File: config.mk
export PLATFORM = sky130hd
export DESIGN_NAME = exponential_overshoot_ramp_top
export DESIGN_NICKNAME = d
export VERILOG_FILES = /design/src/rtl/core/eor_pkg.sv /design/src/rtl/core/exponential_overshoot_ramp_top.sv /design/src/rtl/core/eor_mul.sv /design/src/rtl/core/eor_div.sv
export SDC_FILE = /design/constraint.sdc
export NUM_CORES = 2
export LEC_CHECK = 0
export BUFFER_PORTS_ARGS = -buffer_cell sky130_fd_sc_hd__buf_2
export CORE_AREA = 2 2 238 240
export DETAILED_ROUTE_END_ITERATION = 8
export DIE_AREA = 0 0 240 242
export GPL_TIMING_DRIVEN = 0
export HOLD_SLACK_MARGIN = 0.1
export PLACE_DENSITY = 0.89
export SLEW_MARGIN = 30
export SYNTH_ARGS = -nofsm -noshare
export SYNTH_HDL_FRONTEND = slang
export SYNTH_SLANG_ARGS = --single-unit
File: constraint.sdc
create_clock -name aclk -period 9.1 [get_ports aclk]
set_input_delay 0.455 -clock aclk [delete_from_list [all_inputs] [get_ports aclk]]
set_output_delay 0.455 -clock aclk [all_outputs]
set_load 0.005 [all_outputs]
File: src/rtl/core/eor_pkg.sv
`timescale 1ns / 1ps

package eor_pkg;

    // Serial multiplier operand width and serial divider widths.
    localparam int MUL_W = 32;
    localparam int DIV_N = 36;
    localparam int DIV_D = 24;

    localparam int BLOCK_SIZE_DEF = 64;

    // e in Q2.30.
    localparam logic [31:0] E_Q30 = 32'hADF8_5459;
    localparam logic [17:0] BLOCKS_MAX = 18'h3_FFFF;

    localparam logic [15:0] OVERSHOOT_RST = 16'd6554;
    localparam logic [7:0] SPMS_RST = 8'd48;

    // Request codes.
    localparam logic [1:0] REQ_TICK = 2'd0;
    localparam logic [1:0] REQ_TARGET = 2'd1;
    localparam logic [1:0] REQ_STOP = 2'd2;

    // Configuration register indexes.
    localparam logic [1:0] REG_OVERSHOOT = 2'd0;
    localparam logic [1:0] REG_SPMS = 2'd1;

    typedef struct packed {
        logic             start;
        logic [MUL_W-1:0] a;
        logic [MUL_W-1:0] b;
    } mul_req_t;

    typedef struct packed {
        logic               done;
        logic [2*MUL_W-1:0] prod;
    } mul_rsp_t;

    typedef struct packed {
        logic             start;
        logic [DIV_N-1:0] num;
        logic [DIV_D-1:0] den;
    } div_req_t;

    typedef struct packed {
        logic             done;
        logic [DIV_N-1:0] quot;
    } div_rsp_t;

endpackage

File: src/rtl/core/exponential_overshoot_ramp_top.sv
`timescale 1ns / 1ps

// Channel   Direction  Ports                                           Beat
// input     in         s_valid s_ready s_req_type s_target_value s_ramp_ms  one request
// result    out        m_valid m_ready m_sample m_ramping               one envelope sample
// config    in         cfg_valid cfg_ready cfg_index cfg_data           one register write
//
// A new-target or stop request is handled in idle. A tick outside a ramp, or an armed tick in
// mid-block, goes straight to the final state. A ramping tick runs two passes of the bit-serial
// multiplier, then presents the beat from the final state and returns to idle.
// A tick that starts an armed ramp runs five multiplier passes and up to two divider passes
// to compute the block count, coefficient and first value.
// Reset is synchronous and active low; it clears the control and envelope state and sets the
// configuration to its defaults. A result that the sink stalls holds the block in its final
// state; requests are taken only while the sequencer is idle.
module exponential_overshoot_ramp_top #(
    parameter int BLOCK_SIZE = eor_pkg::BLOCK_SIZE_DEF
) (
    input  logic        aclk,
    input  logic        aresetn,

    input  logic        s_valid,
    output logic        s_ready,
    input  logic [1:0]  s_req_type,
    input  logic signed [23:0] s_target_value,
    input  logic [15:0] s_ramp_ms,

    output logic        m_valid,
    input  logic        m_ready,
    output logic signed [23:0] m_sample,
    output logic        m_ramping,

    input  logic        cfg_valid,
    output logic        cfg_ready,
    input  logic [1:0]  cfg_index,
    input  logic [15:0] cfg_data
);

    localparam int PosW = (BLOCK_SIZE > 1) ? $clog2(BLOCK_SIZE) : 1;
    localparam logic [PosW-1:0] PosLast = PosW'(BLOCK_SIZE - 1);

    // Sequencer states, one-hot.
    typedef enum logic [8:0] {
        ST_IDLE  = 9'b000000001,
        ST_DMUL  = 9'b000000010,
        ST_NBDIV = 9'b000000100,
        ST_UMUL  = 9'b000001000,
        ST_PMUL  = 9'b000010000,
        ST_QDIV  = 9'b000100000,
        ST_SMUL  = 9'b001000000,
        ST_MMUL  = 9'b010000000,
        ST_DONE  = 9'b100000000
    } state_t;

    state_t state_reg;
    state_t state_next;

    logic [15:0] overshoot_reg;
    logic [7:0]  spms_reg;

    logic signed [23:0] current_reg;
    logic signed [23:0] target_reg;
    logic signed [23:0] start_reg;
    logic signed [24:0] span_reg;
    logic [31:0]        scale_reg;
    logic [31:0]        coef_reg;
    logic [17:0]        blocks_reg;
    logic               retarget_reg;
    logic [15:0]        pend_ms_reg;
    logic [PosW-1:0]    pos_reg;
    logic [23:0]        d_reg;
    logic               dec_reg;

    logic signed [23:0] res_sample_reg;
    logic               res_ramp_reg;
    logic               m_valid_reg;
    logic signed [23:0] m_sample_reg;
    logic               m_ramping_reg;

    eor_pkg::mul_req_t mul_req;
    eor_pkg::mul_rsp_t mul_rsp;
    eor_pkg::div_req_t div_req;
    eor_pkg::div_rsp_t div_rsp;

    logic        accept;
    logic        ramp_active;
    logic        arm;
    logic        out_free;
    logic [31:0] over_target;
    logic        dir_up;
    logic [31:0] scale_diff;
    logic [31:0] step;
    logic [31:0] scale_new;
    logic [31:0] coef_sat;
    logic [17:0] nb_clamped;
    logic [24:0] span_abs;
    logic signed [28:0] mag;
    logic signed [28:0] g_raw;
    logic signed [28:0] g_clamped;
    logic signed [23:0] g_sat;

    eor_mul u_mul (
        .aclk    (aclk),
        .aresetn (aresetn),
        .req     (mul_req),
        .rsp     (mul_rsp)
    );

    eor_div u_div (
        .aclk    (aclk),
        .aresetn (aresetn),
        .req     (div_req),
        .rsp     (div_rsp)
    );

    assign s_ready   = (state_reg == ST_IDLE);
    assign cfg_ready = 1'b1;
    assign accept    = s_valid && s_ready;
    assign ramp_active = retarget_reg || (blocks_reg != 18'd0);
    assign arm       = (pos_reg == '0) && retarget_reg;
    assign out_free  = !m_valid_reg || m_ready;

    // Scale step toward 1+overshoot.
    assign over_target = 32'h4000_0000 + {2'b00, overshoot_reg, 14'd0};
    assign dir_up      = (over_target >= scale_reg);
    assign scale_diff  = dir_up ? (over_target - scale_reg) : (scale_reg - over_target);
    assign step        = mul_rsp.prod[63:32];
    assign scale_new   = dir_up ? (scale_reg + step) : (scale_reg - step);

    // Coefficient saturates to all ones when the quotient exceeds 32 bits.
    assign coef_sat = (div_rsp.quot[35:32] != 4'd0) ? 32'hFFFF_FFFF : div_rsp.quot[31:0];

    // Block count: at least one, at most the counter's range.
    always_comb begin
        if (div_rsp.quot == '0) begin
            nb_clamped = 18'd1;
        end else if (div_rsp.quot > {18'd0, eor_pkg::BLOCKS_MAX}) begin
            nb_clamped = eor_pkg::BLOCKS_MAX;
        end else begin
            nb_clamped = div_rsp.quot[17:0];
        end
    end

    // Value: start plus the truncated span-scale product, clamped at the target in the
    // direction of the ramp, then saturated to the sample range.
    assign span_abs = span_reg[24] ? (25'd0 - span_reg) : span_reg;
    assign mag      = {2'b00, mul_rsp.prod[56:30]};
    assign g_raw    = span_reg[24] ? (29'(start_reg) - mag) : (29'(start_reg) + mag);

    always_comb begin
        g_clamped = g_raw;
        if (!span_reg[24] && (g_raw > 29'(target_reg))) begin
            g_clamped = 29'(target_reg);
        end else if (span_reg[24] && (g_raw < 29'(target_reg))) begin
            g_clamped = 29'(target_reg);
        end
        if (g_clamped > 29'sd8388607) begin
            g_sat = 24'sh7F_FFFF;
        end else if (g_clamped < -29'sd8388608) begin
            g_sat = 24'sh80_0000;
        end else begin
            g_sat = g_clamped[23:0];
        end
    end

    // Sequencer and the operands of each serial unit pass.
    always_comb begin
        state_next = state_reg;
        mul_req    = '0;
        div_req    = '0;
        case (state_reg)
            ST_IDLE: begin
                if (accept && (s_req_type == eor_pkg::REQ_TICK)) begin
                    if (arm) begin
                        state_next    = ST_DMUL;
                        mul_req.start = 1'b1;
                        mul_req.a     = 32'(pend_ms_reg);
                        mul_req.b     = 32'(spms_reg);
                    end else if (!retarget_reg && (blocks_reg != 18'd0)) begin
                        state_next    = ST_SMUL;
                        mul_req.start = 1'b1;
                        mul_req.a     = coef_reg;
                        mul_req.b     = scale_diff;
                    end else begin
                        state_next = ST_DONE;
                    end
                end
            end
            ST_DMUL: begin
                if (mul_rsp.done) begin
                    state_next    = ST_NBDIV;
                    div_req.start = 1'b1;
                    div_req.num   = 36'(mul_rsp.prod[23:0]);
                    div_req.den   = eor_pkg::DIV_D'(BLOCK_SIZE);
                end
            end
            ST_NBDIV: begin
                if (div_rsp.done) begin
                    state_next    = ST_UMUL;
                    mul_req.start = 1'b1;
                    mul_req.a     = 32'({1'b1, overshoot_reg});
                    mul_req.b     = 32'({1'b1, overshoot_reg});
                end
            end
            ST_UMUL: begin
                if (mul_rsp.done) begin
                    state_next    = ST_PMUL;
                    mul_req.start = 1'b1;
                    mul_req.a     = eor_pkg::E_Q30;
                    mul_req.b     = mul_rsp.prod[33:2];
                end
            end
            ST_PMUL: begin
                if (mul_rsp.done) begin
                    if (d_reg == 24'd0) begin
                        state_next    = ST_SMUL;
                        mul_req.start = 1'b1;
                        mul_req.a     = 32'hFFFF_FFFF;
                        mul_req.b     = scale_diff;
                    end else begin
                        state_next    = ST_QDIV;
                        div_req.start = 1'b1;
                        div_req.num   = {mul_rsp.prod[63:30], 2'b00};
                        div_req.den   = d_reg;
                    end
                end
            end
            ST_QDIV: begin
                if (div_rsp.done) begin
                    state_next    = ST_SMUL;
                    mul_req.start = 1'b1;
                    mul_req.a     = coef_sat;
                    mul_req.b     = scale_diff;
                end
            end
            ST_SMUL: begin
                if (mul_rsp.done) begin
                    state_next    = ST_MMUL;
                    mul_req.start = 1'b1;
                    mul_req.a     = 32'(span_abs);
                    mul_req.b     = scale_new;
                end
            end
            ST_MMUL: begin
                if (mul_rsp.done) begin
                    state_next = ST_DONE;
                end
            end
            ST_DONE: begin
                if (out_free) begin
                    state_next = ST_IDLE;
                end
            end
            default: begin
                state_next = ST_IDLE;
            end
        endcase
    end

    always_ff @(posedge aclk) begin
        if (!aresetn) begin
            state_reg     <= ST_IDLE;
            overshoot_reg <= eor_pkg::OVERSHOOT_RST;
            spms_reg      <= eor_pkg::SPMS_RST;
            current_reg   <= '0;
            target_reg    <= '0;
            start_reg     <= '0;
            span_reg      <= '0;
            scale_reg     <= '0;
            coef_reg      <= '0;
            blocks_reg    <= '0;
            retarget_reg  <= 1'b0;
            pend_ms_reg   <= '0;
            pos_reg       <= '0;
            m_valid_reg   <= 1'b0;
        end else begin
            state_reg <= state_next;

            if (cfg_valid && cfg_ready) begin
                case (cfg_index)
                    eor_pkg::REG_OVERSHOOT: overshoot_reg <= cfg_data;
                    eor_pkg::REG_SPMS:      spms_reg <= cfg_data[7:0];
                    default: begin
                    end
                endcase
            end

            // A new beat is raised only once the previous one has left.
            if ((state_reg == ST_DONE) && out_free) begin
                m_valid_reg <= 1'b1;
            end else if (m_valid_reg && m_ready) begin
                m_valid_reg <= 1'b0;
            end

            case (state_reg)
                ST_IDLE: begin
                    if (accept) begin
                        case (s_req_type)
                            eor_pkg::REQ_TARGET: begin
                                target_reg <= s_target_value;
                                scale_reg  <= '0;
                                if (s_ramp_ms == 16'd0) begin
                                    current_reg  <= s_target_value;
                                    blocks_reg   <= '0;
                                    retarget_reg <= 1'b0;
                                end else begin
                                    start_reg    <= current_reg;
                                    span_reg     <= 25'(s_target_value) - 25'(current_reg);
                                    retarget_reg <= 1'b1;
                                    pend_ms_reg  <= s_ramp_ms;
                                end
                            end
                            eor_pkg::REQ_STOP: begin
                                target_reg   <= current_reg;
                                blocks_reg   <= '0;
                                retarget_reg <= 1'b0;
                                scale_reg    <= '0;
                            end
                            eor_pkg::REQ_TICK: begin
                                if (!ramp_active) begin
                                    current_reg <= target_reg;
                                end
                                if (!retarget_reg && (blocks_reg != 18'd0)
                                        && (pos_reg == PosLast)) begin
                                    blocks_reg <= blocks_reg - 1'b1;
                                end
                                pos_reg <= (pos_reg == PosLast) ? '0 : (pos_reg + 1'b1);
                            end
                            default: begin
                            end
                        endcase
                    end
                end
                ST_NBDIV: begin
                    if (div_rsp.done) begin
                        blocks_reg <= nb_clamped - 18'(dec_reg);
                    end
                end
                ST_PMUL: begin
                    if (mul_rsp.done && (d_reg == 24'd0)) begin
                        coef_reg     <= 32'hFFFF_FFFF;
                        retarget_reg <= 1'b0;
                    end
                end
                ST_QDIV: begin
                    if (div_rsp.done) begin
                        coef_reg     <= coef_sat;
                        retarget_reg <= 1'b0;
                    end
                end
                ST_SMUL: begin
                    if (mul_rsp.done) begin
                        scale_reg <= scale_new;
                    end
                end
                ST_MMUL: begin
                    if (mul_rsp.done) begin
                        current_reg <= g_sat;
                    end
                end
                default: begin
                end
            endcase
        end
    end

    // Payload registers.
    always_ff @(posedge aclk) begin
        if (accept && (s_req_type == eor_pkg::REQ_TICK)) begin
            res_sample_reg <= ramp_active ? current_reg : target_reg;
            res_ramp_reg   <= ramp_active;
            dec_reg        <= (pos_reg == PosLast);
        end
        if ((state_reg == ST_DMUL) && mul_rsp.done) begin
            d_reg <= mul_rsp.prod[23:0];
        end
        if ((state_reg == ST_DONE) && out_free) begin
            m_sample_reg  <= res_sample_reg;
            m_ramping_reg <= res_ramp_reg;
        end
    end

    assign m_valid   = m_valid_reg;
    assign m_sample  = m_sample_reg;
    assign m_ramping = m_ramping_reg;

`ifndef SYNTHESIS
    // The multiplier finishes only while the sequencer waits on it.
    assert property (@(posedge aclk) disable iff (!aresetn)
        mul_rsp.done |-> (state_reg == ST_DMUL || state_reg == ST_UMUL
            || state_reg == ST_PMUL || state_reg == ST_SMUL || state_reg == ST_MMUL))
        else $error("multiplier finished outside a multiply state");

    // The divider finishes only while the sequencer waits on it.
    assert property (@(posedge aclk) disable iff (!aresetn)
        div_rsp.done |-> (state_reg == ST_NBDIV || state_reg == ST_QDIV))
        else $error("divider finished outside a divide state");

    // A new result beat comes only out of the final state.
    assert property (@(posedge aclk) disable iff (!aresetn)
        $rose(m_valid) |-> $past(state_reg == ST_DONE))
        else $error("result raised outside the final state");
`endif

endmodule

File: src/rtl/core/eor_mul.sv
`timescale 1ns / 1ps

// Shift-add multiplier, one multiplier bit per cycle.
module eor_mul (
    input  logic              aclk,
    input  logic              aresetn,
    input  eor_pkg::mul_req_t req,
    output eor_pkg::mul_rsp_t rsp
);

    localparam int W = eor_pkg::MUL_W;
    localparam int CW = $clog2(W);

    logic [W-1:0]  a_reg;
    logic [W-1:0]  hi_reg;
    logic [W-1:0]  lo_reg;
    logic [CW-1:0] cnt_reg;
    logic          busy_reg;
    logic          done_reg;
    logic [W:0]    sum;
    logic          last;

    assign sum  = {1'b0, hi_reg} + (lo_reg[0] ? {1'b0, a_reg} : {(W + 1){1'b0}});
    assign last = (cnt_reg == CW'(W - 1));

    always_ff @(posedge aclk) begin
        if (!aresetn) begin
            busy_reg <= 1'b0;
            done_reg <= 1'b0;
            cnt_reg  <= '0;
        end else begin
            done_reg <= busy_reg && last;
            if (req.start) begin
                busy_reg <= 1'b1;
                cnt_reg  <= '0;
            end else if (busy_reg) begin
                cnt_reg <= cnt_reg + 1'b1;
                if (last) begin
                    busy_reg <= 1'b0;
                end
            end
        end
    end

    always_ff @(posedge aclk) begin
        if (req.start) begin
            a_reg  <= req.a;
            hi_reg <= '0;
            lo_reg <= req.b;
        end else if (busy_reg) begin
            hi_reg <= sum[W:1];
            lo_reg <= {sum[0], lo_reg[W-1:1]};
        end
    end

    assign rsp.done = done_reg;
    assign rsp.prod = {hi_reg, lo_reg};

endmodule

File: src/rtl/core/eor_div.sv
`timescale 1ns / 1ps

// Restoring divider, one quotient bit per cycle.
module eor_div (
    input  logic              aclk,
    input  logic              aresetn,
    input  eor_pkg::div_req_t req,
    output eor_pkg::div_rsp_t rsp
);

    localparam int N = eor_pkg::DIV_N;
    localparam int D = eor_pkg::DIV_D;
    localparam int CW = $clog2(N);

    logic [N-1:0]  num_reg;
    logic [D-1:0]  rem_reg;
    logic [D-1:0]  den_reg;
    logic [CW-1:0] cnt_reg;
    logic          busy_reg;
    logic          done_reg;
    logic [D:0]    trial;
    logic [D:0]    diff;
    logic          ge;
    logic          last;

    assign trial = {rem_reg, num_reg[N-1]};
    assign ge    = (trial >= {1'b0, den_reg});
    assign diff  = trial - {1'b0, den_reg};
    assign last  = (cnt_reg == CW'(N - 1));

    always_ff @(posedge aclk) begin
        if (!aresetn) begin
            busy_reg <= 1'b0;
            done_reg <= 1'b0;
            cnt_reg  <= '0;
        end else begin
            done_reg <= busy_reg && last;
            if (req.start) begin
                busy_reg <= 1'b1;
                cnt_reg  <= '0;
            end else if (busy_reg) begin
                cnt_reg <= cnt_reg + 1'b1;
                if (last) begin
                    busy_reg <= 1'b0;
                end
            end
        end
    end

    always_ff @(posedge aclk) begin
        if (req.start) begin
            num_reg <= req.num;
            rem_reg <= '0;
            den_reg <= req.den;
        end else if (busy_reg) begin
            num_reg <= {num_reg[N-2:0], ge};
            rem_reg <= ge ? diff[D-1:0] : trial[D-1:0];
        end
    end

    assign rsp.done = done_reg;
    assign rsp.quot = num_reg;

endmodule

### After elaboration in Yosys (flattened, before gate mapping)

Cells that the tools add are included.

| operators by class | value |
|---|---|
| add/sub/neg operators | 16 |
| multiply operators | 0 |
| divide/modulo/power cells | 0 |
| order comparisons | 7 |
| equal/unequal tests | 32 |
| shift operators | 0 |
| muxes and demuxes | 79 |
| bitwise gates (word level) | 2 |
| reduce and logical (&&, ||, !) cells | 49 |

Operators with widths:

| kind | number |
|---|---|
| $mux W65 | 9 |
| $pmux W65 S6 | 1 |
| $mux W32 | 11 |
| $mux W61 | 3 |
| $mux W24 | 7 |
| $pmux W24 S2 | 3 |
| $pmux W32 S2 | 2 |
| $pmux W61 S2 | 1 |
| $mux W18 | 6 |
| $mux W9 | 11 |
| $sub A32 B32 Y32 | 3 |
| $mux W29 | 3 |
| $pmux W9 S9 | 1 |
| $mux W36 | 2 |
| $pmux W18 S3 | 1 |
| $gt A36 B18 Y1 const B | 1 |
| $logic_not A36 Y1 | 1 |
| $pmux W18 S2 | 1 |
| $add A32 B33 Y33 | 1 |
| $add A31 B30 Y32 const A | 1 |
| $add A32 B32 Y32 | 1 |
| $ge A32 B32 Y1 | 1 |
| $add A24 B28 Y29 | 1 |
| $gt A29 B24 Y1 | 1 |
| 55 further kinds | 112 |

| storage, ports and cells | value |
|---|---|
| flip-flop bits (word level) | 506 |
| bits in latches | 0 |
| bits in writable memories | 0 |
| bits in read-only memories | 0 |
| input bits | 65 |
| logic and storage cells | 217 |
| memories | 0 |

### Logic depth before layout (Yosys ltp)

| logic depth | value |
|---|---|
| depth in word-level cells | 11 |
| mapped depth | 32 |
| gate-level depth less buffers | 28 |

### Cells and area by module

From an unflattened synthesis, not the netlist that was laid out.

| unflattened totals | value |
|---|---|
| cell total of the unflattened synthesis | 4072 |
| area total of the unflattened synthesis | 34438.0 µm² |

By module, submodules not included:

| module | times used | cells each | area each (µm²) |
|---|---|---|---|
| exponential_overshoot_ramp_top | 1 | 3020 | 23512.6 |
| eor_mul | 1 | 543 | 5724.2 |
| eor_div | 1 | 509 | 5201.2 |

### Least setup slack after synthesis

Ideal clock, no wire load.

| path | value |
|---|---|
| path type | register to register |
| start point | reg u_mul.hi_reg[1] |
| end point | reg current_reg[12] |
| library setup time | 120 ps |
| arrival time | 6443 ps |
| required time | 8980 ps |
| slack | 2538 ps |
| stages on the path, launching flop included | 32 |
| clock period less this slack | 6562 ps |
| cells stage by stage | dfxtp_1 clkbuf_1 inv_1 ha_1 nor3b_1 and3_1 nand2_1 nor4_1 and3_1 clkbuf_1 a21oi_1 xnor2_1 ha_1 clkbuf_1 a2111o_1 o22a_1 a221oi_1 a31oi_1 o211ai_1 ha_1 nand4_1 nor2_1 nand2_1 nor4_1 o21ai_0 a21oi_1 or3_1 clkbuf_1 clkbuf_1 mux2i_1 nor2_1 o31a_1 |

| on the way | value |
|---|---|
| word-level cells in the longest chain between the ends | 11 |
| elaborated cells on any way between the ends | 15 |
| those cells by class | add/sub: 2; order compare: 4; mux: 7; reduce/logical: 2 |

Ends and longest elaborated chain:

| item | RTL line | RTL |
|---|---|---|
| from (decl) | eor_mul.sv:15 | `logic [W-1:0] hi_reg;` |
| from (signal assigned) | eor_mul.sv:51 | `hi_reg <= sum[W:1];` |
| $add A24 B28 Y29 or $sub A24 B28 Y29 (tied branches) | exponential_overshoot_ramp_top.sv:148 | `assign g_raw = span_reg[24] ? (29'(start_reg) - mag) : (29'(start_reg) + mag);` |
| $mux W29 (*) | exponential_overshoot_ramp_top.sv:148 |  |
| $lt A29 B24 Y1 | exponential_overshoot_ramp_top.sv:154 | `end else if (span_reg[24] && (g_raw < 29'(target_reg))) begin` |
| $logic_and A1 B1 Y1 | exponential_overshoot_ramp_top.sv:154 |  |
| $mux W29 | exponential_overshoot_ramp_top.sv:154 |  |
| $mux W29 (*) | exponential_overshoot_ramp_top.sv:152 | `if (!span_reg[24] && (g_raw > 29'(target_reg))) begin` |
| $lt A29 B24 Y1 | exponential_overshoot_ramp_top.sv:159 | `end else if (g_clamped < -29'sd8388608) begin` |
| $mux W24 | exponential_overshoot_ramp_top.sv:159 |  |
| $mux W24 (*) | exponential_overshoot_ramp_top.sv:157 | `if (g_clamped > 29'sd8388607) begin` |
| $mux W24 (*) | exponential_overshoot_ramp_top.sv:357 | `if (mul_rsp.done) begin` |
| $pmux W24 S2 (*) | exponential_overshoot_ramp_top.sv:295 | `case (state_reg)` |
| to (signal assigned) | exponential_overshoot_ramp_top.sv:303 | `current_reg <= s_target_value;` |
| to (signal assigned) | exponential_overshoot_ramp_top.sv:321 | `current_reg <= target_reg;` |
| to (signal assigned) | exponential_overshoot_ramp_top.sv:358 | `current_reg <= g_sat;` |
| to (decl) | exponential_overshoot_ramp_top.sv:61 | `logic signed [23:0] current_reg;` |

Every way passes the cells marked *; elsewhere a longest branch is shown, timed or not. The select of a mux whose other input is x is not followed.
A chain may end at the register's enable or synchronous reset.

### Worst setup path in the final report

| path | value |
|---|---|
| start point | reg span_reg[24] |
| end point | reg current_reg[14] |

| on the way | value |
|---|---|
| word-level cells in the longest chain between the ends | 10 |
| elaborated cells on any way between the ends | 14 |
| those cells by class | order compare: 4; mux: 7; reduce/logical: 3 |

Ends and longest elaborated chain:

| item | RTL line | RTL |
|---|---|---|
| from (decl) | exponential_overshoot_ramp_top.sv:64 | `logic signed [24:0] span_reg;` |
| from (signal assigned) | exponential_overshoot_ramp_top.sv:308 | `span_reg <= 25'(s_target_value) - 25'(current_reg);` |
| $mux W29 | exponential_overshoot_ramp_top.sv:148 |  |
| $lt A29 B24 Y1 | exponential_overshoot_ramp_top.sv:154 |  |
| $logic_and A1 B1 Y1 | exponential_overshoot_ramp_top.sv:154 |  |
| $mux W29 | exponential_overshoot_ramp_top.sv:154 |  |
| $mux W29 (*) | exponential_overshoot_ramp_top.sv:152 |  |
| $lt A29 B24 Y1 | exponential_overshoot_ramp_top.sv:159 |  |
| $mux W24 | exponential_overshoot_ramp_top.sv:159 |  |
| $mux W24 (*) | exponential_overshoot_ramp_top.sv:157 |  |
| $mux W24 (*) | exponential_overshoot_ramp_top.sv:357 |  |
| $pmux W24 S2 (*) | exponential_overshoot_ramp_top.sv:295 |  |

Marks and branches as above.

==> reports/results.tsv <==
metric	value	unit
status	complete, no violations	
start_kind	register	
crit_top_cell	clkbuf_1	
drtPass1Iterations	7	
worst_slack	0.7146	ns
holdCritPathClass	in2reg	
post-dp-hpwl	91510	um
largest_reg_flops	36	
slew_headroom	0.2715	
peakVddDrop	0.3291	mV
synth-compound-area-share	0.2237	
dp_slack	0.5294	ns
clock_latency	0.64	ns
grt.overflow.total	0	
slew_viol_final	0	
clk_pin_slew_worst_paths	0.07	ns
worstMarginPinSlew	1.093	ns
routed_via_density	6.539	
synth.avg_cell_area	8.546	um^2
setup_viol	0	
avgRoutedWirePerCell	24.28	um
synth_top_cell_area_share	0.1856	
synth.area.mux_share	0.03586	
crit_fanout	10	
cap_violations	0	
skew	0.02656	ns
clkSinkCount	506	
drc	0	
critical_path_class	reg2reg	
yosysWarnings	0	
initial_core_util	0.5940	
final_common_cell	nand2_1	
slowest_delay	0.55	ns
ys_top_cells_by_area	dfxtp_1, edfxtp_1, ha_1, a21oi_1, nand2_1	
route.met2.wl	51680	um
antenna_found_initial	5	
synthSimpleGateAreaFrac	0.1780	
final_core_utilization	0.6591	
fin_crit_sh	0.9215	
synth_top_family_by_area	compound AO/OA/AOI/OAI gates	
cts_tree	built	
syn_to_final_growth	10.95	%
synth_xor_area_frac	0.06375	
tns	0	ns
yosysUniqueCellTypes	91	
netlist_area	0.03311	mm^2
grt_max_degree	37	
drt_iter0_markers	4390	
syn_nets	4160	
die_y	242	um
netlist_instances	3874	
wl_met1	44910	um
die_area	0.05808	mm^2
wirelength	118000	um
nets	4341	
cp-end-kind	register	
ys_seq_elements	506	
required	9.62	ns
ys_async_sr_fraction	0	
ys_seq_area_frac	0.3661	
synth_edf_count	199	
hold_viol	0	
portBuffers	89	
htreeDepth	2	
cts_buffers	54	
leakage	15.07	nW
core	0.05573	mm^2
cts_root_buf	clkbuf_16	
std_cell_rows	87	
critical_path.slowest_cell	clkbuf_1	
vias	31770	
fin_crit	8.385	ns
grt_pass1_vias	29630	
synthFlopType	dfxtp_1	
die_w	240	um
met3WireLength	13530	um
grt_setup_unrepaired	no	
gp_congestion	1.061	
synthAdderAreaFrac	0.08488	
max_freq	119.3	MHz
arrival	8.91	ns
cts_buffer_depth	3	
final_cell_mix	nand2_1, nor2_1, a21oi_1, dfxtp_1, ha_1	
synth_top_area_cell	dfxtp_1	
postRouteAntennaNets	0	
maxUsedRoutingLayer	met5	
grt_pass1_wl	175600	um
ios	93	
drive_above_1_share	0.06852	
power_density	252.3	mW/mm^2
track_usage	0.3962	
## worst max-delay path: cells and delay by family (launching register included)
| family | cells | cell delay (ns) |
|---|---|---|
| adders and majority gates | 2 | 0.66 |
| buffers and inverters | 6 | 2.23 |
| DFF | 1 | 0.31 |
| AOI/OAI and AO/OA | 6 | 2.02 |
| and+or+nand+nor | 12 | 2.88 |
| xor gates and xnor gates | 1 | 0.15 |
## kinds of logic (layout without fill, tap and decap cells)
| logic type | count (synthesis) | count (layout) |
|---|---|---|
| xor gates and xnor gates | 241 | 241 |
| muxes | 118 | 118 |
| AOI/OAI and AO/OA | 1121 | 1121 |
| buffers and inverters | 413 | 640 |
| and+or+nand+nor | 1253 | 1253 |
| adders and majority gates | 221 | 221 |
| other | 1 | 3 |
| DFF | 506 | 506 |
## final cells by class
class	instances	area, um^2
inverters	180	675.6
diodes	2	5.005
clock buffers	67	1430
plain buffers	233	908.4
fillers	4645	19000
well taps	756	945.9
flip-flops and latches	506	12120
repair buffers	125	828.3
clock inverters	35	360.3
multi-input cells	2955	19460
## synth_stat cells, types with 78 or more instances
master    instances
a21o_1          115
a21oi_1         325
and2_1           78
clkbuf_1        203
dfxtp_1         307
edfxtp_1        199
ha_1            215
inv_1           175
mux2i_1         113
nand2_1         418
nor2_1          349
o21ai_0         207
xnor2_1         129
xor2_1          112
## power breakdown
part	total [mW]	internal, mW	switching (mW)
clock network	2.26	1.25	1.01
registers	2.98	2.66	0.318
logic	4.03	1.47	2.56
total	9.27	5.38	3.89
## what timing repair did
item | 4_1_cts | 5_1_grt
gates resized for setup | 0 | 6
endpoints found under the hold margin | 35 | 0
setup endpoints to repair | 0 | 18
hold buffers | 28 | 0
setup buffers | 0 | 3
## final timing paths
path	end	start	depth (start not counted)	slack (ns)
hold / removal	pend_ms_reg[2]	s_ramp_ms[2]	3	0.11
setup / recovery	current_reg[14]	span_reg[24]	27	0.71
hold reg to reg	m_sample[16]	res_sample_reg[16]	0	0.42
setup reg to reg	current_reg[14]	span_reg[24]	27	0.71
## routing by layer
metal,up-vias,GRT usage
met1,14940,0.5189
met3,431,0.08375
met4,4,0.2260
li1,14430,-
met2,1965,0.6061
met5,-,0
## per-stage QoR
stage | instance area, um^2 | hold WS, ns | total power, mW | cells
2_1_floorplan | 33110 | 0.4003 | 5.654 | 3874
3_3_place_gp | 34500 | 0.4028 | 6.721 | 4719
3_5_place_dp | 34620 | 0.4045 | 6.798 | 4724
4_1_cts | 36690 | 0.1107 | 9.050 | 4854
5_1_grt | 36730 | 0.1378 | 9.707 | 4859
6_report | 36730 | 0.1111 | 9.268 | 4859
No activity file was read; power rests on OpenSTA's default activity.
